===== src/rtl/core/dotid_pkg.sv =====
`default_nettype none
// ----------------------------------------------------------------------------
// dotid_pkg
// Shared types, codes and the segment-close function of the dotted
// identifier validator.
// ----------------------------------------------------------------------------
package dotid_pkg;

	localparam int MAX_TOTAL_BYTES_DEF   = 128;
	localparam int MAX_SEGMENT_BYTES_DEF = 32;
	localparam int MAX_SEGMENT_COUNT_DEF = 8;

	localparam logic [7:0] CH_DOT   = 8'h2E;
	localparam logic [7:0] CH_UNDER = 8'h5F;
	localparam logic [7:0] CH_LO_A  = 8'h61;
	localparam logic [7:0] CH_LO_Z  = 8'h7A;
	localparam logic [7:0] CH_DIG_0 = 8'h30;
	localparam logic [7:0] CH_DIG_9 = 8'h39;

	localparam logic [3:0] NS_MIN_SEGMENTS = 4'd2;

	localparam logic [2:0] VERDICT_OK          = 3'd0;
	localparam logic [2:0] VERDICT_EMPTY       = 3'd1;
	localparam logic [2:0] VERDICT_TOO_LONG    = 3'd2;
	localparam logic [2:0] VERDICT_SEG_LONG    = 3'd3;
	localparam logic [2:0] VERDICT_BAD_CHAR    = 3'd4;
	localparam logic [2:0] VERDICT_TOO_MANY    = 3'd5;
	localparam logic [2:0] VERDICT_NO_NAMESPACE = 3'd6;

	typedef struct packed {
		logic [7:0] position;
		logic [7:0] seg_begin;
		logic [3:0] seg_count;
		logic       err_held;
		logic [2:0] held_verdict;
		logic [7:0] held_detail;
		logic       bad_seen;
		logic [7:0] bad_pos;
		logic       first_ok;
	} scan_state_t;

	typedef struct packed {
		logic       emit;
		logic [2:0] verdict;
		logic [7:0] detail;
	} step_res_t;

	function automatic logic [7:0] sat8(input logic [9:0] v);
		return (v > 10'd255) ? 8'd255 : v[7:0];
	endfunction

	function automatic logic lower_alpha(input logic [7:0] c);
		return (c >= CH_LO_A) && (c <= CH_LO_Z);
	endfunction

	function automatic logic body_byte(input logic [7:0] c);
		return lower_alpha(c) || ((c >= CH_DIG_0) && (c <= CH_DIG_9)) || (c == CH_UNDER);
	endfunction

	// Closes the current segment ending just before byte index idx.
	function automatic scan_state_t close_seg(
		input scan_state_t s,
		input logic [8:0]  idx,
		input logic [7:0]  max_seg,
		input logic [3:0]  max_cnt
	);
		scan_state_t r;
		logic [8:0]  len;
		logic [3:0]  cnt;
		r   = s;
		len = (idx >= {1'b0, s.seg_begin}) ? (idx - {1'b0, s.seg_begin}) : 9'd0;
		cnt = s.seg_count + 4'd1;
		if (!s.err_held) begin
			if (len == 9'd0) begin
				r.err_held     = 1'b1;
				r.held_verdict = VERDICT_EMPTY;
				r.held_detail  = s.seg_begin;
			end else if (len > {1'b0, max_seg}) begin
				r.err_held     = 1'b1;
				r.held_verdict = VERDICT_SEG_LONG;
				r.held_detail  = sat8({1'b0, len});
			end else if (!s.first_ok) begin
				r.err_held     = 1'b1;
				r.held_verdict = VERDICT_BAD_CHAR;
				r.held_detail  = s.seg_begin;
			end else if (s.bad_seen) begin
				r.err_held     = 1'b1;
				r.held_verdict = VERDICT_BAD_CHAR;
				r.held_detail  = s.bad_pos;
			end else begin
				r.seg_count = cnt;
				if (cnt > max_cnt) begin
					r.err_held     = 1'b1;
					r.held_verdict = VERDICT_TOO_MANY;
					r.held_detail  = {4'd0, cnt};
				end
			end
		end
		r.seg_begin = sat8({1'b0, idx} + 10'd1);
		r.bad_seen  = 1'b0;
		r.first_ok  = 1'b0;
		return r;
	endfunction

endpackage
`default_nettype wire


===== src/rtl/core/dotid_step.sv =====
`default_nettype none
// ----------------------------------------------------------------------------
// dotid_step
// Per-byte scan logic: classifies one byte, advances the scan state and
// forms the verdict when the identifier closes.
// ----------------------------------------------------------------------------
module dotid_step #(
	parameter int MAX_TOTAL_BYTES   = dotid_pkg::MAX_TOTAL_BYTES_DEF,
	parameter int MAX_SEGMENT_BYTES = dotid_pkg::MAX_SEGMENT_BYTES_DEF,
	parameter int MAX_SEGMENT_COUNT = dotid_pkg::MAX_SEGMENT_COUNT_DEF
) (
	input  wire dotid_pkg::scan_state_t cur,
	input  wire logic [7:0]             character,
	input  wire logic                   last,
	input  wire logic                   empty_string,
	input  wire logic                   require_namespace,
	output dotid_pkg::scan_state_t      nxt,
	output dotid_pkg::step_res_t        res
);

	localparam logic [7:0] MaxSeg   = 8'(MAX_SEGMENT_BYTES);
	localparam logic [3:0] MaxCnt   = 4'(MAX_SEGMENT_COUNT);
	localparam logic [8:0] MaxTotal = 9'(MAX_TOTAL_BYTES);

	dotid_pkg::scan_state_t mid;
	dotid_pkg::scan_state_t fin;
	logic [8:0]             idx_next;

	always_comb begin
		idx_next = {1'b0, cur.position} + 9'd1;

		mid = cur;
		if (character == dotid_pkg::CH_DOT) begin
			mid = dotid_pkg::close_seg(cur, {1'b0, cur.position}, MaxSeg, MaxCnt);
		end else if (cur.position == cur.seg_begin) begin
			mid.first_ok = dotid_pkg::lower_alpha(character);
		end else if (!dotid_pkg::body_byte(character) && !cur.bad_seen) begin
			mid.bad_seen = 1'b1;
			mid.bad_pos  = cur.position;
		end
		mid.position = dotid_pkg::sat8({1'b0, idx_next});

		// The final segment is closed one past the last byte.
		fin = dotid_pkg::close_seg(mid, idx_next, MaxSeg, MaxCnt);

		res.emit    = 1'b0;
		res.verdict = dotid_pkg::VERDICT_OK;
		res.detail  = 8'd0;
		nxt         = mid;

		if (empty_string) begin
			res.emit    = 1'b1;
			res.verdict = dotid_pkg::VERDICT_EMPTY;
			nxt         = '0;
		end else if (last) begin
			res.emit = 1'b1;
			nxt      = '0;
			if (idx_next > MaxTotal) begin
				res.verdict = dotid_pkg::VERDICT_TOO_LONG;
				res.detail  = dotid_pkg::sat8({1'b0, idx_next});
			end else if (fin.err_held) begin
				res.verdict = fin.held_verdict;
				res.detail  = fin.held_detail;
			end else if (require_namespace && (fin.seg_count < dotid_pkg::NS_MIN_SEGMENTS)) begin
				res.verdict = dotid_pkg::VERDICT_NO_NAMESPACE;
				res.detail  = {4'd0, fin.seg_count};
			end
		end
	end

endmodule
`default_nettype wire


===== src/rtl/core/dotid_out_buf.sv =====
`default_nettype none
// ----------------------------------------------------------------------------
// dotid_out_buf
// Result register holding one verdict until the downstream side takes it.
// ----------------------------------------------------------------------------
module dotid_out_buf (
	input  wire logic       clk,
	input  wire logic       arst_n,
	input  wire logic       load,
	input  wire logic [2:0] load_verdict,
	input  wire logic [7:0] load_detail,
	output logic            can_load,
	output logic            result_valid,
	input  wire logic       result_ready,
	output logic [2:0]      verdict,
	output logic [7:0]      detail
);

	logic       valid_q;
	logic [2:0] verdict_q;
	logic [7:0] detail_q;

	assign can_load     = !valid_q || result_ready;
	assign result_valid = valid_q;
	assign verdict      = verdict_q;
	assign detail       = detail_q;

	always_ff @(posedge clk or negedge arst_n) begin
		if (!arst_n) begin
			valid_q <= 1'b0;
		end else if (can_load) begin
			valid_q <= load;
		end
	end

	always_ff @(posedge clk) begin
		if (load && can_load) begin
			verdict_q <= load_verdict;
			detail_q  <= load_detail;
		end
	end

endmodule
`default_nettype wire


===== src/rtl/core/dotted_identifier_validator_core.sv =====
`default_nettype none
// ----------------------------------------------------------------------------
// dotted_identifier_validator_core
// Checks a dot-separated identifier streamed one byte per item.
// ----------------------------------------------------------------------------
// The block takes one byte per clock cycle and gives one verdict per
// identifier, on the item marked last or flagged as an empty string. An item
// passes through an input register, where the scan state is advanced by one
// level of classification and compare logic, and its verdict is then loaded
// into the output register. Throughput is one item every cycle; it drops
// only while a finished verdict waits in the output register and the next
// item also closes an identifier.
module dotted_identifier_validator_core #(
	parameter int MAX_TOTAL_BYTES   = dotid_pkg::MAX_TOTAL_BYTES_DEF,
	parameter int MAX_SEGMENT_BYTES = dotid_pkg::MAX_SEGMENT_BYTES_DEF,
	parameter int MAX_SEGMENT_COUNT = dotid_pkg::MAX_SEGMENT_COUNT_DEF
) (
	input  wire logic       clk,
	input  wire logic       arst_n,
	input  wire logic       item_valid,
	output logic            item_ready,
	input  wire logic [7:0] character,
	input  wire logic       last,
	input  wire logic       empty_string,
	input  wire logic       require_namespace,
	output logic            result_valid,
	input  wire logic       result_ready,
	output logic [2:0]      verdict,
	output logic [7:0]      detail
);

	logic       valid_s1;
	logic [7:0] char_s1;
	logic       last_s1;
	logic       empty_s1;
	logic       ns_s1;

	dotid_pkg::scan_state_t state_q;
	dotid_pkg::scan_state_t state_nxt;
	dotid_pkg::step_res_t   step_res;

	logic buf_can_load;
	logic advance;

	// The staged item moves on unless its verdict has nowhere to go.
	assign advance    = valid_s1 && (!step_res.emit || buf_can_load);
	assign item_ready = !valid_s1 || advance;

	always_ff @(posedge clk or negedge arst_n) begin
		if (!arst_n) begin
			valid_s1 <= 1'b0;
		end else if (item_ready) begin
			valid_s1 <= item_valid;
		end
	end

	always_ff @(posedge clk) begin
		if (item_ready && item_valid) begin
			char_s1  <= character;
			last_s1  <= last;
			empty_s1 <= empty_string;
			ns_s1    <= require_namespace;
		end
	end

	always_ff @(posedge clk or negedge arst_n) begin
		if (!arst_n) begin
			state_q <= '0;
		end else if (advance) begin
			state_q <= state_nxt;
		end
	end

	dotid_step #(
		.MAX_TOTAL_BYTES   (MAX_TOTAL_BYTES),
		.MAX_SEGMENT_BYTES (MAX_SEGMENT_BYTES),
		.MAX_SEGMENT_COUNT (MAX_SEGMENT_COUNT)
	) u_step (
		.cur               (state_q),
		.character         (char_s1),
		.last              (last_s1),
		.empty_string      (empty_s1),
		.require_namespace (ns_s1),
		.nxt               (state_nxt),
		.res               (step_res)
	);

	dotid_out_buf u_out (
		.clk          (clk),
		.arst_n       (arst_n),
		.load         (advance && step_res.emit),
		.load_verdict (step_res.verdict),
		.load_detail  (step_res.detail),
		.can_load     (buf_can_load),
		.result_valid (result_valid),
		.result_ready (result_ready),
		.verdict      (verdict),
		.detail       (detail)
	);

endmodule
`default_nettype wire


===== config.mk =====
export PLATFORM = sky130hd
export DESIGN_NAME = dotted_identifier_validator_core
export DESIGN_NICKNAME = d
export VERILOG_FILES = /design/src/rtl/core/dotid_pkg.sv /design/src/rtl/core/dotid_step.sv /design/src/rtl/core/dotid_out_buf.sv /design/src/rtl/core/dotted_identifier_validator_core.sv
export SDC_FILE = /design/constraint.sdc
export NUM_CORES = 1
export LEC_CHECK = 0
export BUFFER_PORTS_ARGS = -buffer_cell sky130_fd_sc_hd__buf_2
export CORE_MARGIN = 5
export CORE_UTILIZATION = 40
export CTS_BUF_LIST = sky130_fd_sc_hd__clkbuf_4
export DETAILED_ROUTE_END_ITERATION = 10
export PLACE_DENSITY_LB_ADDON = 0.3
export SETUP_SLACK_MARGIN = 0.05
export SYNTH_ARGS = -nofsm -noshare
export SYNTH_HDL_FRONTEND = slang
export SYNTH_SLANG_ARGS = --single-unit
export TNS_END_PERCENT = 100

===== constraint.sdc =====
create_clock -name clk -period 5.4 [get_ports clk]
set_clock_uncertainty 0.05 [all_clocks]
set_input_delay 0.54 -clock clk [delete_from_list [all_inputs] [get_ports clk]]
set_output_delay 0.54 -clock clk [all_outputs]
set_load 0.05 [all_outputs]

==> flow_summary_export.csv, run 1 <==
group,metric,value,unit
route,routedWlPerCell,21.5,um
timing,rsz0062_at_grt,"true",
timing,clock.fmax,194,MHz
clocking,clock_path_buffers,2,
timing,post-route-period-util,0.955,
critical_path,start_kind,"flip-flop",
place,portBuffers,27,
logic_synthesis,syn-num-nets,723,
timing,worst_hold_slack,201,ps
route,drtPass1Iterations,6,
global_routing,antenna_found_initial,0,
flow_run,maxCapViolCount,0,
clocking,cts_tree,"done",
logic_synthesis,synthArstFlopShare,0.667,
place,place.gp.congestion,1.03,
finish,final_cells,907,
die,die_h,131,um
place,dp_cells,887,
die,die_x,131,um
hold_path,worst_hold_startpoint,"character[1]",
die,io_pins,28,
logic_synthesis,dominantRegCellSynth,"dfrtp_1",
timing,period_minus_slack,5150,ps
critical_path,reg2reg_slack,250,ps
die,row_count,44,
critical_path,reg2reg_depth,20,
power,p_leak,2.70,nW
place,post_dp_cell_area,0.00621,mm^2
global_routing,grt_pass1_wl,30100,um
hold_path,min_path_cells,1,
run_status,status,"finished, final reports clean",
power,power.density,245,mW/mm^2
clocking,h-tree-depth,3,
die,die_area,0.0171,mm^2
clocking,clk_pin_slew_worst_paths,120,ps
global_routing,grt-ovfl-total,0,
logic_synthesis,avgSynthCellArea,8.51,um^2
logic_synthesis,netlist_area,0.00584,mm^2
critical_path,criticalPathCategory,"reg -> reg",
hold_path,hold_path_class,"in -> reg",
finish,final_common_cell,"nand2_1",
critical_path,crit_path_max_fanout,9,
critical_path,timing.rr.start,"state_q[34]",
critical_path,r2r_end,"u_out.detail[1]",
finish,drive_above_1_share,0.162,
clocking,clkLatencyLatePin,460,ps
clocking,cts_inserted_buffers,9,
logic_synthesis,synth_edf_count,22,
global_routing,grt_pass1_vias,5467,
critical_path,end_kind,"flip-flop",
die,start_util,0.405,
clocking,root_buffer,"clkbuf_4",
timing,final_max_slew_viol_count,0,
die,coreArea,0.0144,mm^2
timing,relSlewSlack,0.240,
timing,hold_viol_final,0,
hold_path,min_to,"char_s1[1]",
route,routed_via_density,6.46,
finish,num_antenna_cells,0,
logic_synthesis,synth_cells,686,
finish,final_cell_mix,"nand2_1 (70), o21ai_0 (56), nor2_1 (55)",
global_routing,grt_usage,0.230,
route,drt_iter0_drc,600,
logic_synthesis,yosys_warnings,0,
critical_path,cp.required,5560,ps
timing,setup_violations,0,
place,dpl.hpwl,14800,um
timing,worst_slew_pin_slew,1140,ps
global_routing,grt_max_degree,45,
logic_synthesis,yosysSeqAreaShare,0.302,
route,routed_wl,19500,um
logic_synthesis,synth.distinct_cells,101,
logic_synthesis,yosys_register_bits,66,
finish,nets,755,
timing,fin_setup_tns,0,ps
route,antenna_left,0,
critical_path,arrival,5310,ps
finish,area_growth_syn_to_layout,9.51,%
clocking,cts_hold_buf,0,
power,vdd_drop_max,0.000168,V
clocking,numClockSinks,66,
route,num_vias,5861,
route,drc,0,
finish,final_cell_area,0.00640,mm^2
-- flip-flops by register name (all words and copies together), names as in the netlist --
signal and cells:
char_s1 8, empty_s1 1, last_s1 1, ns_s1 1, state_q 42, u_out.detail 8
u_out.result_valid 1, u_out.verdict 3, valid_s1 1
-- worst max-delay path, stage by stage, from the launching register on --
cell and delay [ps]:
dfrtp_2 490, inv_1 140, ha_1 210, inv_1 70, fa_1 410, a211oi_2 290, o21ai_0 170, a211oi_1 460
a21o_1 330, nor4_4 100, buf_4 160, xor2_1 200, ha_1 320, nor2_1 80, and2_1 170, mux2i_1 130
mux2_4 200, and2_4 160, mux2_4 310, a221oi_1 300, o21ai_1 130
-- cells by family after synthesis --
logic type,count (synthesis),synth area share
and+or+nand+nor,234,0.212
muxes,22,0.0403
AOI/OAI and AO/OA,259,0.310
buffers and inverters,61,0.0473
DFF,66,0.302
xor gates and xnor gates,22,0.0392
adders and majority gates,22,0.0497
-- stage by stage --
stage | power (mW) | setup slack [ps] | utilization
2_1_floorplan | 1.04 | 656 | -
3_3_place_gp | 1.20 | 146 | 0.431
3_5_place_dp | 1.20 | 65.6 | 0.431
4_1_cts | 1.54 | 52.0 | 0.440
5_1_grt | 1.64 | 27.5 | 0.443
6_report | 1.57 | 246 | 0.443
-- area by class of cell --
class,count,area (um^2)
fillers,1450,8030
repair buffers,54,338
inverters,28,105
flip-flops and latches,66,1760
clock inverters,6,57.6
well taps,184,230
clock buffers,10,75.1
multi-input cells,559,3830
-- where the power goes --
group | leakage (nW) | internal (mW) | switching (mW)
Sequential | 0.822 | 0.547 | 0.0147
Combinational | 1.81 | 0.230 | 0.434
Clock | 0.0691 | 0.142 | 0.199
Total | 2.70 | 0.919 | 0.648
-- Yosys cell counts, types with 5 or more instances --
library cell  count  share of area
o21ai_0          57          0.049
a21oi_1          51          0.044
or3_1             5         0.0054
xor2_1            6         0.0090
nand3_1          17          0.015
nand2b_1         11          0.012
o21ai_1           7         0.0060
and2_1           10          0.011
dfrtp_1          44           0.19
nand2_1          70          0.045
nand4_1           7         0.0075
nor3_1           11         0.0094
nor2_1           55          0.035
a22o_1           22          0.033
xnor2_1          12          0.018
inv_1            28          0.018
o32ai_1           5         0.0075
a221oi_1          6         0.0090
ha_1             20          0.043
o22ai_1           6         0.0064
clkbuf_1         24          0.015
a21o_1            9          0.012
a31oi_1          10          0.011
o211ai_1          6         0.0077
a211oi_1          7         0.0090
mux2i_1          16          0.027
edfxtp_1         22           0.11
-- per-layer routing --
layer  vias up  wire length [um]  GRT usage
met5         -                 0          0
met1      2854              8400      0.315
met3        58              1440     0.0423
met4         0               812      0.108
li1       2667                 -          -
met2       282              8810      0.352
-- how the worst max path moves through the flow --
stage	from	endpoint	slack, ps	cells past startpoint
finish	state_q[34]	u_out.detail[1]	250	20
global route	state_q[34]	u_out.detail[1]	30	20
CTS	state_q[34]	u_out.detail[1]	50	19
detailed placement	state_q[34]	u_out.detail[1]	70	19
global placement	state_q[34]	u_out.detail[1]	150	19
floorplan	state_q[35]	u_out.detail[2]	660	17
-- repair_timing --
action / CTS / global route
endpoints found under the hold margin: 0 / 0
gates resized for setup: 0 / 4
buffers inserted: 0 / 4
endpoints found under the setup margin: 0 / 9
(Power assumes the default switching activity.)
==> inputs of run 2 (changes only) <==
--- a/config.mk
+++ b/config.mk
@@ -10,7 +10,6 @@
 export CORE_UTILIZATION = 40
 export CTS_BUF_LIST = sky130_fd_sc_hd__clkbuf_4
 export DETAILED_ROUTE_END_ITERATION = 10
-export PLACE_DENSITY_LB_ADDON = 0.3
 export SETUP_SLACK_MARGIN = 0.05
 export SYNTH_ARGS = -nofsm -noshare
 export SYNTH_HDL_FRONTEND = slang
==> flow_summary_export.csv, run 2 (synthesis results as in run 1) <==
group,metric,value,unit
critical_path,criticalPathCategory,"reg -> reg",
power,p_leak,2.69,nW
timing,hold_viol_final,0,
timing,post-route-period-util,0.942,
critical_path,path_buf_inv,1,
global_routing,grt-busiest-layer,"met2",
timing,worst_slew_pin_slew,1200,ps
place,portBuffers,27,
global_routing,grt.met3_usage,0.0366,
critical_path,reg2reg_slack,310,ps
clocking,clk_pin_slew_worst_paths,110,ps
route,drtPass1Iterations,5,
hold_path,min_path_cells,1,
die,die_x,131,um
power,power.density,234,mW/mm^2
clocking,cts_inserted_buffers,9,
die,coreArea,0.0144,mm^2
global_routing,met1_usage,0.311,
critical_path,end_kind,"flip-flop",
critical_path,cpMaxStageDelayCell,"nor3_1",
global_routing,grt_pass1_vias,5352,
hold_path,hold_path_class,"in -> reg",
route,routed_wl,19200,um
finish,nets,756,
critical_path,crit_end,"u_out.detail[1]",
critical_path,cp-startpoint,"state_q[29]",
critical_path,timing.rr.start,"state_q[29]",
clocking,cts_hold_buf,0,
timing,setup_violations,0,
critical_path,r2r_end,"u_out.detail[1]",
global_routing,grt-ovfl-total,0,
timing,relSlewSlack,0.197,
critical_path,start_kind,"flip-flop",
die,io_pins,28,
finish,fillCellCount,1455,
place,dp_cells,890,
global_routing,use_met2,0.364,
critical_path,cpMostUsedCell,"mux2_4",
critical_path,path_cells,"inv_1 -> ha_1 -> o211a_1 -> o21a_2 -> nor3_1 -> a211oi_4 -> nor4_4 -> xor2_1 -> ha_2 -> nor2_1 -> and2_1 -> mux2i_1 -> mux2_4 -> and2_4 -> mux2_4 -> a221oi_1 -> o21ai_1",
timing,rsz0062_at_grt,"true",
finish,num_antenna_cells,0,
global_routing,grt_usage,0.229,
timing,fin_setup_tns,0,ps
clocking,clock_path_buffers,2,
place,dpl.hpwl,14700,um
clocking,numClockSinks,66,
route,drc,0,
global_routing,grt_pass1_wl,30200,um
finish,final_cell_mix,"nand2_1 (70), o21ai_0 (56), nor2_1 (55)",
finish,drive_above_1_share,0.167,
critical_path,crit_family,"simple AND/OR/NAND/NOR gates",
die,die_h,131,um
critical_path,reg2reg_depth,17,
timing,period_minus_slack,5090,ps
finish,final_cell_area,0.00638,mm^2
route,routedWlPerCell,21.2,um
critical_path,crit_path_max_fanout,7,
clocking,cts_tree,"done",
route,antenna_left,0,
finish,largest_reg_flops,42,
die,die_area,0.0171,mm^2
clocking,root_buffer,"clkbuf_4",
die,row_count,44,
timing,final_max_slew_viol_count,0,
critical_path,cp.required,5550,ps
route,num_vias,5762,
place,place.gp.congestion,0.926,
global_routing,grt_max_degree,45,
run_status,status,"finished, final reports clean",
route,routed_via_density,6.35,
finish,area_growth_syn_to_layout,9.25,%
finish,final_common_cell,"nand2_1",
critical_path,critPathMaxStageDelay,640,ps
clocking,h-tree-depth,3,
critical_path,arrival,5230,ps
power,vdd_drop_max,0.000164,V
finish,final_cells,908,
place,post_dp_cell_area,0.00623,mm^2
critical_path,cp.depth,17,
timing,fin_ws,314,ps
clocking,clkLatencyLatePin,450,ps
route,drt_iter0_drc,656,
timing,worst_hold_slack,219,ps
flow_run,maxCapViolCount,0,
global_routing,antenna_found_initial,0,
timing,clock.fmax,197,MHz
finish,regMostFlops,"state_q",
place,dp_worst_setup_slack,191,ps
die,start_util,0.405,
run 2: how the worst min path moves through the flow:
stage,from,to
finish,character[1],char_s1[1]
global route,last,last_s1
CTS,character[5],char_s1[5]
detailed placement,state_q[15],state_q[15]
global placement,state_q[18],state_q[18]
floorplan,arst_n,state_q[0]
run 2: power breakdown:
group | switching, mW | internal [mW]
Clock | 0.194 | 0.0955
Combinational | 0.428 | 0.221
Sequential | 0.0119 | 0.546
Total | 0.633 | 0.863
run 2: metal layers:
metal / up-vias / wire length, um
met5: - / 0
met4: 0 / 717
met3: 51 / 1190
met2: 266 / 8880
met1: 2787 / 8430
li1: 2658 / -
run 2: area by class of cell:
| class | instances | area [um^2] | area share |
|---|---|---|---|
| inverters | 28 | 105 | 0.0165 |
| repair buffers | 55 | 345 | 0.0541 |
| clock inverters | 6 | 33.8 | 0.00529 |
| flip-flops and latches | 66 | 1760 | 0.276 |
| well taps | 184 | 230 | 0.0361 |
| clock buffers | 10 | 75.1 | 0.0118 |
| multi-input cells | 559 | 3830 | 0.600 |
run 2: timing repair:
action	4_1_cts	5_1_grt
hold endpoints to repair	0	0
endpoints found under the setup margin	0	9
resized for setup	0	5
buffers inserted	0	2
run 2: through the flow:
step / power (mW) / util
floorplan: 1.04 / -
global placement: 1.20 / 0.432
detailed placement: 1.20 / 0.432
CTS: 1.49 / 0.440
global route: 1.58 / 0.442
finish: 1.50 / 0.442
